[src/rtl/core/kfv_pkg.sv]
`timescale 1ns / 1ps
// ----------------------------------------------------------------------------
// kfv_pkg : shared types and codes for the keyframe vec3 sampler
// Register indexes, result source codes, key entry layout and the command and
// status bundles between controller and datapath.
// ----------------------------------------------------------------------------
package kfv_pkg;

	// configuration register indexes
	localparam logic [1:0] REG_KEY_COUNT  = 2'd0;
	localparam logic [1:0] REG_FALLBACK_X = 2'd1;
	localparam logic [1:0] REG_FALLBACK_Y = 2'd2;
	localparam logic [1:0] REG_FALLBACK_Z = 2'd3;

	// request types
	localparam logic REQ_LOAD  = 1'b0;
	localparam logic REQ_QUERY = 1'b1;

	// quotient bits of the interpolation factor, one per divider step
	localparam int unsigned DIV_STEPS = 16;

	typedef enum logic [1:0] {
		SRC_FALLBACK = 2'd0,
		SRC_FIRST    = 2'd1,
		SRC_LAST     = 2'd2,
		SRC_LERP     = 2'd3
	} src_t;

	typedef enum logic [1:0] {
		RES_FALLBACK = 2'd0,
		RES_READ     = 2'd1,
		RES_LERP     = 2'd2
	} res_sel_t;

	typedef struct packed {
		logic [31:0]        ticks;
		logic signed [31:0] x;
		logic signed [31:0] y;
		logic signed [31:0] z;
	} key_t;

	typedef struct packed {
		logic     cap;
		logic     wr_en;
		logic     rd_en;
		logic     save_prev;
		logic     div_init;
		logic     div_step;
		logic     diff;
		logic     mul;
		logic     res_load;
		res_sel_t res_sel;
		src_t     src;
	} cmd_t;

	typedef struct packed {
		logic t_le;  // request time <= time of the entry just read
		logic t_ge;  // request time >= time of the entry just read
	} status_t;

endpackage

[src/rtl/core/kfv_ctrl.sv]
`timescale 1ns / 1ps
// ----------------------------------------------------------------------------
// kfv_ctrl : request sequencer
// Accepts requests, walks the key table through the read port, runs the
// divider steps and the interpolation stages, and strobes each result.
// ----------------------------------------------------------------------------
module kfv_ctrl #(
	parameter int MAX_KEYS = 16
) (
	input  logic                clk,
	input  logic                arst_n,
	input  logic                start,
	input  logic                req_type,
	input  logic [4:0]          key_count,
	input  kfv_pkg::status_t    status,
	output kfv_pkg::cmd_t       cmd,
	output logic [$clog2(MAX_KEYS)-1:0] rd_addr,
	output logic                busy,
	output logic                done
);

	localparam int AW  = $clog2(MAX_KEYS);
	localparam int NW0 = $clog2(MAX_KEYS + 1);
	localparam int NW  = (NW0 > 5) ? NW0 : 5;

	typedef enum logic [3:0] {
		S_IDLE, S_FALLBACK, S_FIRST, S_LAST, S_SCAN, S_DIV, S_DIFF, S_MUL, S_ADD
	} state_t;

	state_t        state_q, state_d;
	logic [AW-1:0] idx_q, idx_d;
	logic [4:0]    div_cnt_q, div_cnt_d;
	logic          done_q, done_d;

	logic [NW-1:0] n_eff;
	logic [AW-1:0] last_idx;

	assign n_eff    = (32'(key_count) > MAX_KEYS) ? NW'(MAX_KEYS) : NW'(key_count);
	assign last_idx = AW'(n_eff - NW'(1));

	always_comb begin
		cmd       = '0;
		rd_addr   = '0;
		state_d   = state_q;
		idx_d     = idx_q;
		div_cnt_d = div_cnt_q;
		done_d    = 1'b0;
		case (state_q)
			S_IDLE: begin
				if (start) begin
					cmd.cap = 1'b1;
					if (req_type == kfv_pkg::REQ_LOAD) begin
						cmd.wr_en = 1'b1;
					end else begin
						cmd.rd_en = 1'b1;
						state_d   = (n_eff == '0) ? S_FALLBACK : S_FIRST;
					end
				end
			end
			S_FALLBACK: begin
				cmd.res_load = 1'b1;
				cmd.res_sel  = kfv_pkg::RES_FALLBACK;
				cmd.src      = kfv_pkg::SRC_FALLBACK;
				done_d       = 1'b1;
				state_d      = S_IDLE;
			end
			S_FIRST: begin
				if (status.t_le) begin
					cmd.res_load = 1'b1;
					cmd.res_sel  = kfv_pkg::RES_READ;
					cmd.src      = kfv_pkg::SRC_FIRST;
					done_d       = 1'b1;
					state_d      = S_IDLE;
				end else begin
					cmd.save_prev = 1'b1;
					cmd.rd_en     = 1'b1;
					rd_addr       = last_idx;
					state_d       = S_LAST;
				end
			end
			S_LAST: begin
				if (status.t_ge) begin
					cmd.res_load = 1'b1;
					cmd.res_sel  = kfv_pkg::RES_READ;
					cmd.src      = kfv_pkg::SRC_LAST;
					done_d       = 1'b1;
					state_d      = S_IDLE;
				end else begin
					cmd.rd_en = 1'b1;
					rd_addr   = AW'(1);
					idx_d     = AW'(1);
					state_d   = S_SCAN;
				end
			end
			S_SCAN: begin
				if (!status.t_ge) begin
					cmd.div_init = 1'b1;
					div_cnt_d    = 5'(kfv_pkg::DIV_STEPS);
					state_d      = S_DIV;
				end else if (idx_q == last_idx) begin
					cmd.res_load = 1'b1;
					cmd.res_sel  = kfv_pkg::RES_READ;
					cmd.src      = kfv_pkg::SRC_LERP;
					done_d       = 1'b1;
					state_d      = S_IDLE;
				end else begin
					cmd.save_prev = 1'b1;
					cmd.rd_en     = 1'b1;
					rd_addr       = idx_q + AW'(1);
					idx_d         = idx_q + AW'(1);
				end
			end
			S_DIV: begin
				cmd.div_step = 1'b1;
				div_cnt_d    = div_cnt_q - 5'd1;
				if (div_cnt_q == 5'd1) begin
					state_d = S_DIFF;
				end
			end
			S_DIFF: begin
				cmd.diff = 1'b1;
				state_d  = S_MUL;
			end
			S_MUL: begin
				cmd.mul = 1'b1;
				state_d = S_ADD;
			end
			S_ADD: begin
				cmd.res_load = 1'b1;
				cmd.res_sel  = kfv_pkg::RES_LERP;
				cmd.src      = kfv_pkg::SRC_LERP;
				done_d       = 1'b1;
				state_d      = S_IDLE;
			end
			default: begin
				state_d = S_IDLE;
			end
		endcase
	end

	always_ff @(posedge clk or negedge arst_n) begin
		if (!arst_n) begin
			state_q   <= S_IDLE;
			idx_q     <= '0;
			div_cnt_q <= '0;
			done_q    <= 1'b0;
		end else begin
			state_q   <= state_d;
			idx_q     <= idx_d;
			div_cnt_q <= div_cnt_d;
			done_q    <= done_d;
		end
	end

	assign busy = state_q != S_IDLE;
	assign done = done_q;

	a_done_from_work: assert property (@(posedge clk) disable iff (!arst_n)
		done_q |-> $past(state_q != S_IDLE))
		else $error("result strobe without a request in progress");

	a_done_single: assert property (@(posedge clk) disable iff (!arst_n)
		done_q |=> !done_q)
		else $error("result strobe longer than one cycle");

	a_busy_ends_with_result: assert property (@(posedge clk) disable iff (!arst_n)
		$fell(busy) |-> done_q)
		else $error("query finished without a result");

	a_busy_needs_start: assert property (@(posedge clk) disable iff (!arst_n)
		$rose(busy) |-> $past(start))
		else $error("sequencer left idle without a request");

endmodule
[config.mk]
export PLATFORM = sky130hd
export DESIGN_NAME = kfv_ctrl
export DESIGN_NICKNAME = d
export VERILOG_FILES = /design/src/rtl/core/kfv_pkg.sv /design/src/rtl/core/kfv_ctrl.sv
export SDC_FILE = /design/constraint.sdc
export NUM_CORES = 1
export LEC_CHECK = 0
export ABC_AREA = 0
export CORE_ASPECT_RATIO = 1.5
export CORE_MARGIN = 2
export CORE_UTILIZATION = 55
export CTS_CLUSTER_DIAMETER = 150
export DETAILED_ROUTE_END_ITERATION = 10
export DONT_BUFFER_PORTS = 1
export PLACE_DENSITY = 0.72
export SLEW_MARGIN = 20
export SYNTH_ARGS = -nofsm -noshare
export SYNTH_HDL_FRONTEND = slang
export SYNTH_SLANG_ARGS = --single-unit
[constraint.sdc]
create_clock -name clk -period 2.55 [get_ports clk]
set_input_delay 0.255 -clock clk [delete_from_list [all_inputs] [get_ports clk]]
set_output_delay 0.255 -clock clk [all_outputs]
set_load 0.01 [all_outputs]
==> results.yml <==
run_status:
  outcome: "finished, final reports clean"
global_routing:
  grt_use_total: 0.209
  grt_pass1_wl_mm: 4.04
  antenna_found_initial: 0
  first_global_vias: 882
  overflow: 0
  grt_max_degree: 15
timing:
  fin_skew_ns: 0.00188
  fin_crit_ns: 2.33
  final_hold_viol_count: 0
  fmax_mhz: 429
  maxSlewViolCount: 0
  setup_tns_ns: 0
  worst_pin_slew_ns: 0.603
  rsz0062_at_grt: "false"
  setup_viol: 0
  fin_ws_ns: 0.217
  max_slew_margin: 0.597
  fin_crit_sh: 0.915
final_layout:
  fill_cells: 195
  final_nets: 151
  syn_to_final_growth_pct: 2.31
  diodes: 0
  drive_above_1_share: 0.134
  final_cell_mix: "nand2_1 (17), dfrtp_1 (14), nor2_1 (12), inv_1 (7)"
  seq_area_um2: 350
  multi_input_area_um2: 758
  final_common_cell: "nand2_1"
detailed_routing:
  postRouteWirelength_mm: 2.48
  via_count: 974
  route.detailed.drc: 0
  dr.pass1.iters: 4
  drt-wirelength-per-cell_um: 15.9
  drt_iter0_markers: 15
  final_antenna_net_count: 0
  routed_via_density: 6.24
power:
  p_leak_uw: 0.000552
  p_per_area_nw_per_um2: 1030
  ir_worst_vdd_uv: 625
critical_path:
  cp_slowest_cell: "a2111oi_4"
  arrival_ns: 2.08
  end_kind: "output port"
  cp_slowest_stage_delay_ns: 0.38
  cp_cell_sequence: "nor2b_1, inv_1, ha_1, xor2_1, a2111oi_4, o211ai_2, or2_4, nand3_1"
  startpoint_type: "input port"
  worstPathRequired_ns: 2.30
  path_class: "input port to output port"
  cp_max_fo: 5
  rrSetupSlack_ns: 0.76
yosys:
  syn-num-nets: 153
  synth_edf_count: 0
  syn_area_um2: 1190
  syn-mean-instance-area_um2: 8.71
  synthArstFlopShare: 1.00
  yosysWarnings: 0
  synth-main-ff-cell: "dfrtp_1"
  ys_seq_area_frac: 0.294
  synthDistinctLibCells: 50
  syn_inst: 137
  yosys_register_bits: 14
clock_network:
  root_buffer: "clkbuf_4"
  clock_sinks: 14
  htreeDepth: 1
  cts_tree: "built"
  cts_made_buffers: 3
  cts.clk_slew.worst_paths_ns: 0.08
  cts_buffer_depth: 2
  clk-insertion-delay-late_ns: 0.27
floorplanning:
  pin_count: 30
  core_um2: 2050
  die_area_um2: 2570
  die_h_um: 61.1
  fp-row-count: 20
  initial_core_util: 0.582
  die_x_um: 42.0
place:
  dpl.hpwl_mm: 2.02
  io_buffers: 0
  gp_congestion: 0.843
  pre_cts_ws_ns: 0.128
min_path:
  hp-class: "input port to flip-flop"
flow_run:
  drv_cap: 0
-- where the power goes --
part	switching (uW)	internal (uW)
combinational	374	272
sequential	154	310
clock	66.3	86.9
-- state kept, by name, summed over array words and instances (netlist names) --
| name | count |
|---|---|
| state_q | 4 |
| idx_q | 4 |
| div_cnt_q | 5 |
| done | 1 |
-- worst paths after layout --
check,startpoint,endpoint,cells past startpoint
worst max-delay path,key_count[0],cmd[4],8
worst min-delay path,status[0],idx_q[2],2
worst max register to register,state_q[2],div_cnt_q[4],5
worst min register to register,div_cnt_q[4],div_cnt_q[4],1
max in group asynchronous,arst_n,idx_q[3],1
min in group asynchronous,arst_n,done,1
-- final cells by class --
cell class              instances  share of cell area
clock buffers                   4              0.0297
inverters                       8              0.0256
multi-input cells             106               0.621
flip-flops and latches         14               0.287
well taps                      22              0.0225
repair buffers                  2              0.0143
-- per-stage QoR --
step           std cells  power (uW)  cell area, um^2  hold WS, ns   util
2_1_floorplan        137        1010             1190      -0.0406      -
3_3_place_gp         151        1070             1170      -0.0401  0.570
3_5_place_dp         151        1110             1170      -0.0403  0.570
4_1_cts              156        1270             1210        0.160  0.592
5_1_grt              156        1370             1220        0.179  0.595
6_report             156        1260             1220        0.160  0.595
-- critical path, delay by kind of cell --
family / cells / cell delay [ns]
buffers and inverters: 1 / 0.11
AOI/OAI and AO/OA: 2 / 0.56
and+or+nand+nor: 3 / 0.68
adders and majority gates: 1 / 0.27
xor gates and xnor gates: 1 / 0.19
-- Yosys cell counts (all sizes together) (2+ instances only) --
cell type	count	area, um^2
nand3	5	42.5
xnor2	4	35.0
nand2b	5	38.8
nor3	5	30.0
ha	5	62.6
nand2	17	63.8
o211ai	2	25.0
nor4b	2	17.5
nor2	12	45.0
inv	7	26.3
a21oi	4	20.0
xor2	5	43.8
buf	8	56.3
dfrtp	14	350
nand4	3	18.8
o21ai	3	18.8
o31a	2	17.5
nor2b	2	12.5
mux2i	4	40.0
o22ai	5	31.3
nor4	4	31.3
-- cells by family after synthesis --
group / after synthesis / share of synthesized area
and+or+nand+nor: 64 / 0.314
xor gates and xnor gates: 9 / 0.0660
AOI/OAI and AO/OA: 24 / 0.164
muxes: 4 / 0.0335
buffers and inverters: 17 / 0.0765
adders and majority gates: 5 / 0.0524
DFF: 14 / 0.294
-- per-layer routing --
metal | up-vias | global-route usage | share of wire
li1 | 482 | - | -
met1 | 465 | 0.236 | 0.38
met2 | 22 | 0.388 | 0.55
met3 | 5 | 0.0293 | 0.056
met4 | 0 | 0.107 | 0.016
met5 | - | 0 | 0
-- repair_timing --
item	in CTS	in global routing
hold endpoints to repair	14	0
hold buffers	1	0
setup endpoints to repair	0	1
setup buffers	0	0
resized for setup	0	1
Note: power is estimated with default switching activity, not from simulation.
